### src/sv/ucd_pkg.sv
// ----------------------------------------------------------------------------
// ucd_pkg
// shared types and constants of the undirected cycle detector
// ----------------------------------------------------------------------------
package ucd_pkg;

   localparam int unsigned MAX_VERTICES_DEF = 256;
   localparam int unsigned MAX_EDGES_DEF    = 1024;
   localparam int unsigned VID_W            = 8;
   localparam int unsigned CNT_W            = 9;
   localparam logic [CNT_W-1:0] COUNT_RESET = 9'd256;

   typedef enum logic [1:0] {
      STATUS_ACYCLIC = 2'd0,
      STATUS_CYCLE   = 2'd1,
      STATUS_OVERFLOW = 2'd2,
      STATUS_RANGE   = 2'd3
   } status_type;

   // controller to datapath commands
   typedef struct packed {
      logic add;        // store incoming edge
      logic scan_start; // begin range scan of stored entries
      logic walk_start; // begin search over roots
      logic clear;      // empty store and flags
   } cmd_type;

   // datapath to controller status
   typedef struct packed {
      logic       add_busy; // reverse entry of the last edge being stored
      logic       done;
      status_type status;
   } stat_type;

endpackage

### src/sv/ucd_ctrl.sv
// ----------------------------------------------------------------------------
// ucd_ctrl
// handshake and sequencing of add and evaluate items
// ----------------------------------------------------------------------------
module ucd_ctrl (
   input  logic                       clock,
   input  logic                       reset,
   input  logic                       req_valid,
   output logic                       req_stall,
   input  logic                       req_mode,
   output logic                       rsp_valid,
   input  logic                       rsp_stall,
   output logic [1:0]                 rsp_status,
   output ucd_pkg::cmd_type           cmd,
   input  ucd_pkg::stat_type          stat,
   output logic                       idle
);
   typedef enum logic [1:0] {C_IDLE, C_GAP, C_BUSY, C_OUT} cstate_type;

   cstate_type state_ff;
   logic       rsp_valid_ff;
   logic [1:0] status_ff;
   logic       accept;

   assign req_stall = (state_ff != C_IDLE) || stat.add_busy;
   assign accept    = req_valid && !req_stall;
   assign idle      = (state_ff == C_IDLE) && !stat.add_busy;

   always_comb begin
      cmd            = '0;
      cmd.add        = accept && !req_mode;
      cmd.scan_start = (state_ff == C_GAP);
      cmd.clear      = stat.done;
   end

   always_ff @(posedge clock) begin
      if (reset) begin
         state_ff     <= C_IDLE;
         rsp_valid_ff <= 1'b0;
      end else begin
         unique case (state_ff)
            C_IDLE: begin
               if (accept && req_mode) begin
                  state_ff <= C_GAP;
               end
            end
            C_GAP: state_ff <= C_BUSY;
            C_BUSY: begin
               if (stat.done) begin
                  status_ff    <= stat.status;
                  rsp_valid_ff <= 1'b1;
                  state_ff     <= C_OUT;
               end
            end
            C_OUT: begin
               if (!rsp_stall) begin
                  rsp_valid_ff <= 1'b0;
                  state_ff     <= C_IDLE;
               end
            end
            default: state_ff <= C_IDLE;
         endcase
      end
   end

   assign rsp_valid  = rsp_valid_ff;
   assign rsp_status = status_ff;

   a_resp_only_out: assert property (@(posedge clock) disable iff (reset)
      rsp_valid |-> (state_ff == C_OUT)) else $error("rsp without state");
   a_done_busy: assert property (@(posedge clock) disable iff (reset)
      stat.done |-> (state_ff == C_BUSY)) else $error("done outside search");
   a_no_accept_busy: assert property (@(posedge clock) disable iff (reset)
      (state_ff == C_BUSY) |-> !accept) else $error("accept while busy");
endmodule

### config.mk
export PLATFORM = sky130hd
export DESIGN_NAME = ucd_ctrl
export DESIGN_NICKNAME = d
export VERILOG_FILES = /design/src/sv/ucd_pkg.sv /design/src/sv/ucd_ctrl.sv
export SDC_FILE = /design/constraint.sdc
export NUM_CORES = 1
export LEC_CHECK = 0
export BUFFER_PORTS_ARGS = -buffer_cell sky130_fd_sc_hd__buf_4
export CELL_PAD_IN_SITES_DETAIL_PLACEMENT = 1
export CELL_PAD_IN_SITES_GLOBAL_PLACEMENT = 2
export CORE_MARGIN = 5
export CORE_UTILIZATION = 22
export CTS_CLUSTER_SIZE = 28
export DETAILED_ROUTE_END_ITERATION = 6
export GPL_ROUTABILITY_DRIVEN = 0
export PLACE_DENSITY = 0.71
export SLEW_MARGIN = 20
export SYNTH_ARGS = -nofsm -noshare
export SYNTH_HDL_FRONTEND = slang
export SYNTH_SLANG_ARGS = --single-unit
### constraint.sdc
create_clock -name clock -period 1.6 [get_ports clock]
set_input_delay 0 -clock clock [delete_from_list [all_inputs] [get_ports clock]]
set_output_delay 0 -clock clock [all_outputs]
set_load 0.005 [all_outputs]
## Word level (Yosys, flattened, before mapping)

Index checks and enable logic that the tools add are counted.

| cells by class | value |
|---|---|
| bitwise operators | 1 |
| reductions and logical operators | 14 |
| eq/ne operators | 6 |
| muxes and demuxes | 7 |

Operator list:

| kind | number |
|---|---|
| AND reduction 3 bit | 3 |
| one-hot mux 2 bit (4 select lines) | 1 |
| two-way mux 2 bit | 3 |
| == test 2 bit (second input constant) | 2 |
| logical AND 1 bit | 4 |
| != test 2 bit (second input constant) | 2 |
| nonzero test 2 bit | 2 |
| zero test 1 bit | 3 |
| == test 2 x 1 -> 1 bit (second input constant) | 1 |
| zero test 2 bit | 1 |
| two-way mux 1 bit | 2 |
| != test 2 x 1 -> 1 bit (second input constant) | 1 |
| one-hot mux 1 bit (2 select lines) | 1 |
| logical OR 1 bit | 1 |
| NOT 1 bit | 1 |

| word-level totals | value |
|---|---|
| input port bits | 9 |
| output and inout port bits | 9 |
| register bits | 5 |
| logic and storage cells | 31 |

## Depth between registers and ports, before layout

| logic depth | value |
|---|---|
| depth in word-level cells | 7 |
| depth in mapped cells | 5 |

## Worst setup path after synthesis

Ideal clock, no wire load.

| path | value |
|---|---|
| path kind | flip-flop to flip-flop |
| start point | register state_ff[0] |
| end point | register state_ff[0] |
| arrival time | 1.256 ns |
| stages on the path, launching flop included | 6 |
| path slack | 0.258 ns |
| clock period less this slack | 1.342 ns |
| buffers on the path | 0 |
| data required time | 1.514 ns |
| path through | dfxtp_1 inv_1 ha_1 nor2b_1 a211o_1 a211oi_1 |

| on the way | value |
|---|---|
| cells in the longest elaborated chain, start to end | 7 |
| elaborated cells on any way between the ends | 14 |
| those cells by class | eq/ne (6); mux (1); reduce/logical (7) |

Ends and longest elaborated chain:

| what | line | RTL |
|---|---|---|
| start, declared | ucd_ctrl.sv:20 | `cstate_type state_ff;` |
| start signal, assigned | ucd_ctrl.sv:38 | `state_ff <= C_IDLE;` |
| start signal, assigned | ucd_ctrl.sv:44 | `state_ff <= C_GAP;` |
| start signal, assigned | ucd_ctrl.sv:47 | `C_GAP: state_ff <= C_BUSY;` |
| nonzero test 2 bit | ucd_ctrl.sv:25 | `assign req_stall = (state_ff != C_IDLE) \|\| stat.add_busy;` |
| logical OR 1 bit | ucd_ctrl.sv:25 |  |
| zero test 1 bit | ucd_ctrl.sv:26 | `assign accept = req_valid && !req_stall;` |
| logical AND 1 bit | ucd_ctrl.sv:26 |  |
| logical AND 1 bit | ucd_ctrl.sv:43 | `if (accept && req_mode) begin` |
| != test 2 x 1 -> 1 bit (no line) | -- |  |
| AND reduction 3 bit (no line) | -- |  |

Several ways; a longest one is shown, not always the timed one.
A chain may end at the register's enable or synchronous reset.

## Final worst setup path

Same ends and word-level chain as after synthesis.

==> impl_metrics.csv <==
group,metric,value,unit
cells_and_area,final_cell_mix,"16 x buf_4, 4 x ha_1, 3 x clkbuf_4, 3 x dlygate4sd3_1, 3 x dfxtp_1",
power,p_per_area,1330,nW/um^2
route,dr_wl_met3,101,um
clock_tree,cts-root-buf,"clkbuf_4",
critical_path,end_kind,"flip-flop",
route,via_count,316,
global_routing,antenna_found_initial,0,
yosys,synthTopCellsByArea,"ha_1 19%, dfxtp_1 18%, edfxtp_1 18%",
global_routing,overflow,0,
clock_tree,clock-sinks,5,
floorplanning,fp-row-count,13,
yosys,yosys.area.top_type,"ha_1",
floorplanning,die_w,48.5,um
critical_path,slowest_stage,"dfxtp_1",
cells_and_area,final_nets,69,
clock_tree,clk_latency,240,ps
critical_path,crit_type,"reg2reg",
critical_path,crit_required,1760,ps
clock_tree,htreeDepth,1,
place,dp_slack,15.8,ps
timing,clock.fmax,671,MHz
timing,setup_violations,0,
global_routing,grt_usage,9.72,%
global_routing,grt_max_degree,6,
critical_path,worst-path-buf-inv,1,
power,power.total,0.686,mW
cells_and_area,layout_commonest_cell,"buf_4",
yosys,synthesis.instances,33,
yosys,syn_area_per_cell,9.86,sq um
status,status,"complete, no violations",
power,p_leak,0.234,nW
flow_run,maxCapViolCount,0,
floorplanning,initial_core_util,24.1,%
timing,hold_viol,0,
place,dp_hpwl,839,um
timing,report.final.slew_viol_count,0,
route,wl,1010,um
timing,rsz0062_at_grt,"no",
route,viasPerCell,4.58,
critical_path,cpPeakStageDelay,370,ps
cells_and_area,drive_gt1_share,44.4,%
route,highest-signal-layer,"met4",
clock_tree,cts_buffers,3,
global_routing,grt_first_pass_wirelength,1680,um
place,dpl_cell_area,449,sq um
cells_and_area,area_delta_synth_final,58.1,%
timing,skew,1.38,ps
floorplanning,dieArea,2350,sq um
clock_tree,clock_path_buffers,2,
global_routing,grt_pass1_vias,357,
yosys,yosys.area.top_type_share,19.2,%
cells_and_area,design_area,514,sq um
route,wl_met2,592,um
yosys,ys_ff_latch,5,
critical_path,critPathArrivalTime,1650,ps
timing,setup_ws,110,ps
critical_path,path_cells,"inv_2, ha_1, nor2b_1, a211o_1, a211oi_2",
route,final_antenna_net_count,0,
power,vdd_drop_max,379,uV
floorplanning,io_pins,18,
place,dp.cells,62,
min_path,hold_path_class,"in2reg",
route,wl_per_cell,14.6,um
timing,setup_tns,0,ps
critical_path,cp-start-kind,"flip-flop",
critical_path,cp_top_family,"compound AO/OA/AOI/OAI gates",
cells_and_area,fillers,161,
floorplanning,die_h,48.5,um
clock_tree,cts_tree,"built",
route,drt_iter0_drc,0,
timing,timing.final.crit_share,93.1,%
clock_tree,path_clk_slew,40,ps
yosys,yosysSeqAreaShare,36.9,%
yosys,synthesis.area,325,sq um
route,drc_errors,0,
timing,fin_crit,1490,ps
cells_and_area,antenna_cells,0,
yosys,ys_warn_count,0,
cells_and_area,instances_no_fill,69,
route,m1WireLength,301,um
critical_path,crit_fanout,4,
yosys,syn-num-nets,47,
place,placement.io_buffers,16,
floorplanning,core_area,1350,sq um
route,dr.pass1.iters,1,
yosys,synth_cell_type_count,21,
## kinds of logic after synthesis
family,synth area share (%)
AO/OA/AOI/OAI,12.3
buffers and inverters,8.08
multiplexers,3.08
other,1.15
adder cells (fa/ha/maj),19.2
flip-flops,36.9
AND/OR/NAND/NOR,19.2
## metal layers
layer / vias to the layer above / track usage [%]
li1: 151 / -
met1: 149 / 6.83
met2: 14 / 18.9
met3: 2 / 6.73
met4: 0 / 4.04
met5: - / 0
## flip-flops by register name (all words and copies together) (netlist names)
register / flops
rsp_status: 2
rsp_valid: 1
state_ff: 2
## worst min-delay path, delay by kind of cell
kind                   cells  cell delay (ps)
AOI/OAI and AO/OA          2              200
buffers and inverters      1               90
## cell usage after synthesis
master and number:
nor2b_1 1, a211oi_1 1, a2111oi_0 1, nand2b_1 2, nand2_1 1, ha_1 5, nor3b_1 1, inv_1 3
a211o_1 1, nand3b_1 1, edfxtp_1 2, a21oi_1 2, o21ai_0 1, dfxtp_1 3, nor2_1 1, or2_2 1
and2b_2 1, and2_1 1, mux2i_1 1, conb_1 1, buf_4 2
## final timing paths
kind / depth (start not counted) / slack, ps / start / to
max: 5 / 110 / state_ff[0]$_SDFFE_PP0P_ / state_ff[0]$_SDFFE_PP0P_
min: 3 / 90 / rsp_stall / rsp_valid$_SDFFE_PP0P_
max reg2reg: 5 / 110 / state_ff[0]$_SDFFE_PP0P_ / state_ff[0]$_SDFFE_PP0P_
min reg2reg: 2 / 520 / rsp_valid$_SDFFE_PP0P_ / rsp_valid$_SDFFE_PP0P_
## what timing repair did
action | CTS | global route
hold endpoints to repair | 4 | 0
gates resized for setup | 1 | 3
hold buffers | 3 | 0
endpoints found under the setup margin | 1 | 2
buffers inserted | 0 | 0
pin swaps | 0 | 1
## per-stage QoR
stage | hold WS [ps] | util, %
floorplan | 33.2 | -
global placement | 178 | 33.3
detailed placement | 183 | 33.3
CTS | 92.0 | 37.8
global route | 114 | 38.1
finish | 88.0 | 38.1
## area by class of cell
cell class | instances | area (sq um) | share of cell area (%)
repair buffers | 19 | 150 | 29.2
clock buffers | 4 | 26.3 | 5.11
flip-flops and latches | 5 | 120 | 23.4
multi-input cells | 23 | 188 | 36.5
well taps | 15 | 18.8 | 3.65
inverters | 3 | 11.3 | 2.19
## power breakdown
| part | internal [mW] | leakage (nW) | switching (mW) |
|---|---|---|---|
| clock network | 0.0944 | 0.0150 | 0.0534 |
| registers | 0.166 | 0.0426 | 0.0295 |
| logic | 0.182 | 0.176 | 0.160 |
| total | 0.442 | 0.234 | 0.243 |
Power figures use the tool's default switching activity.
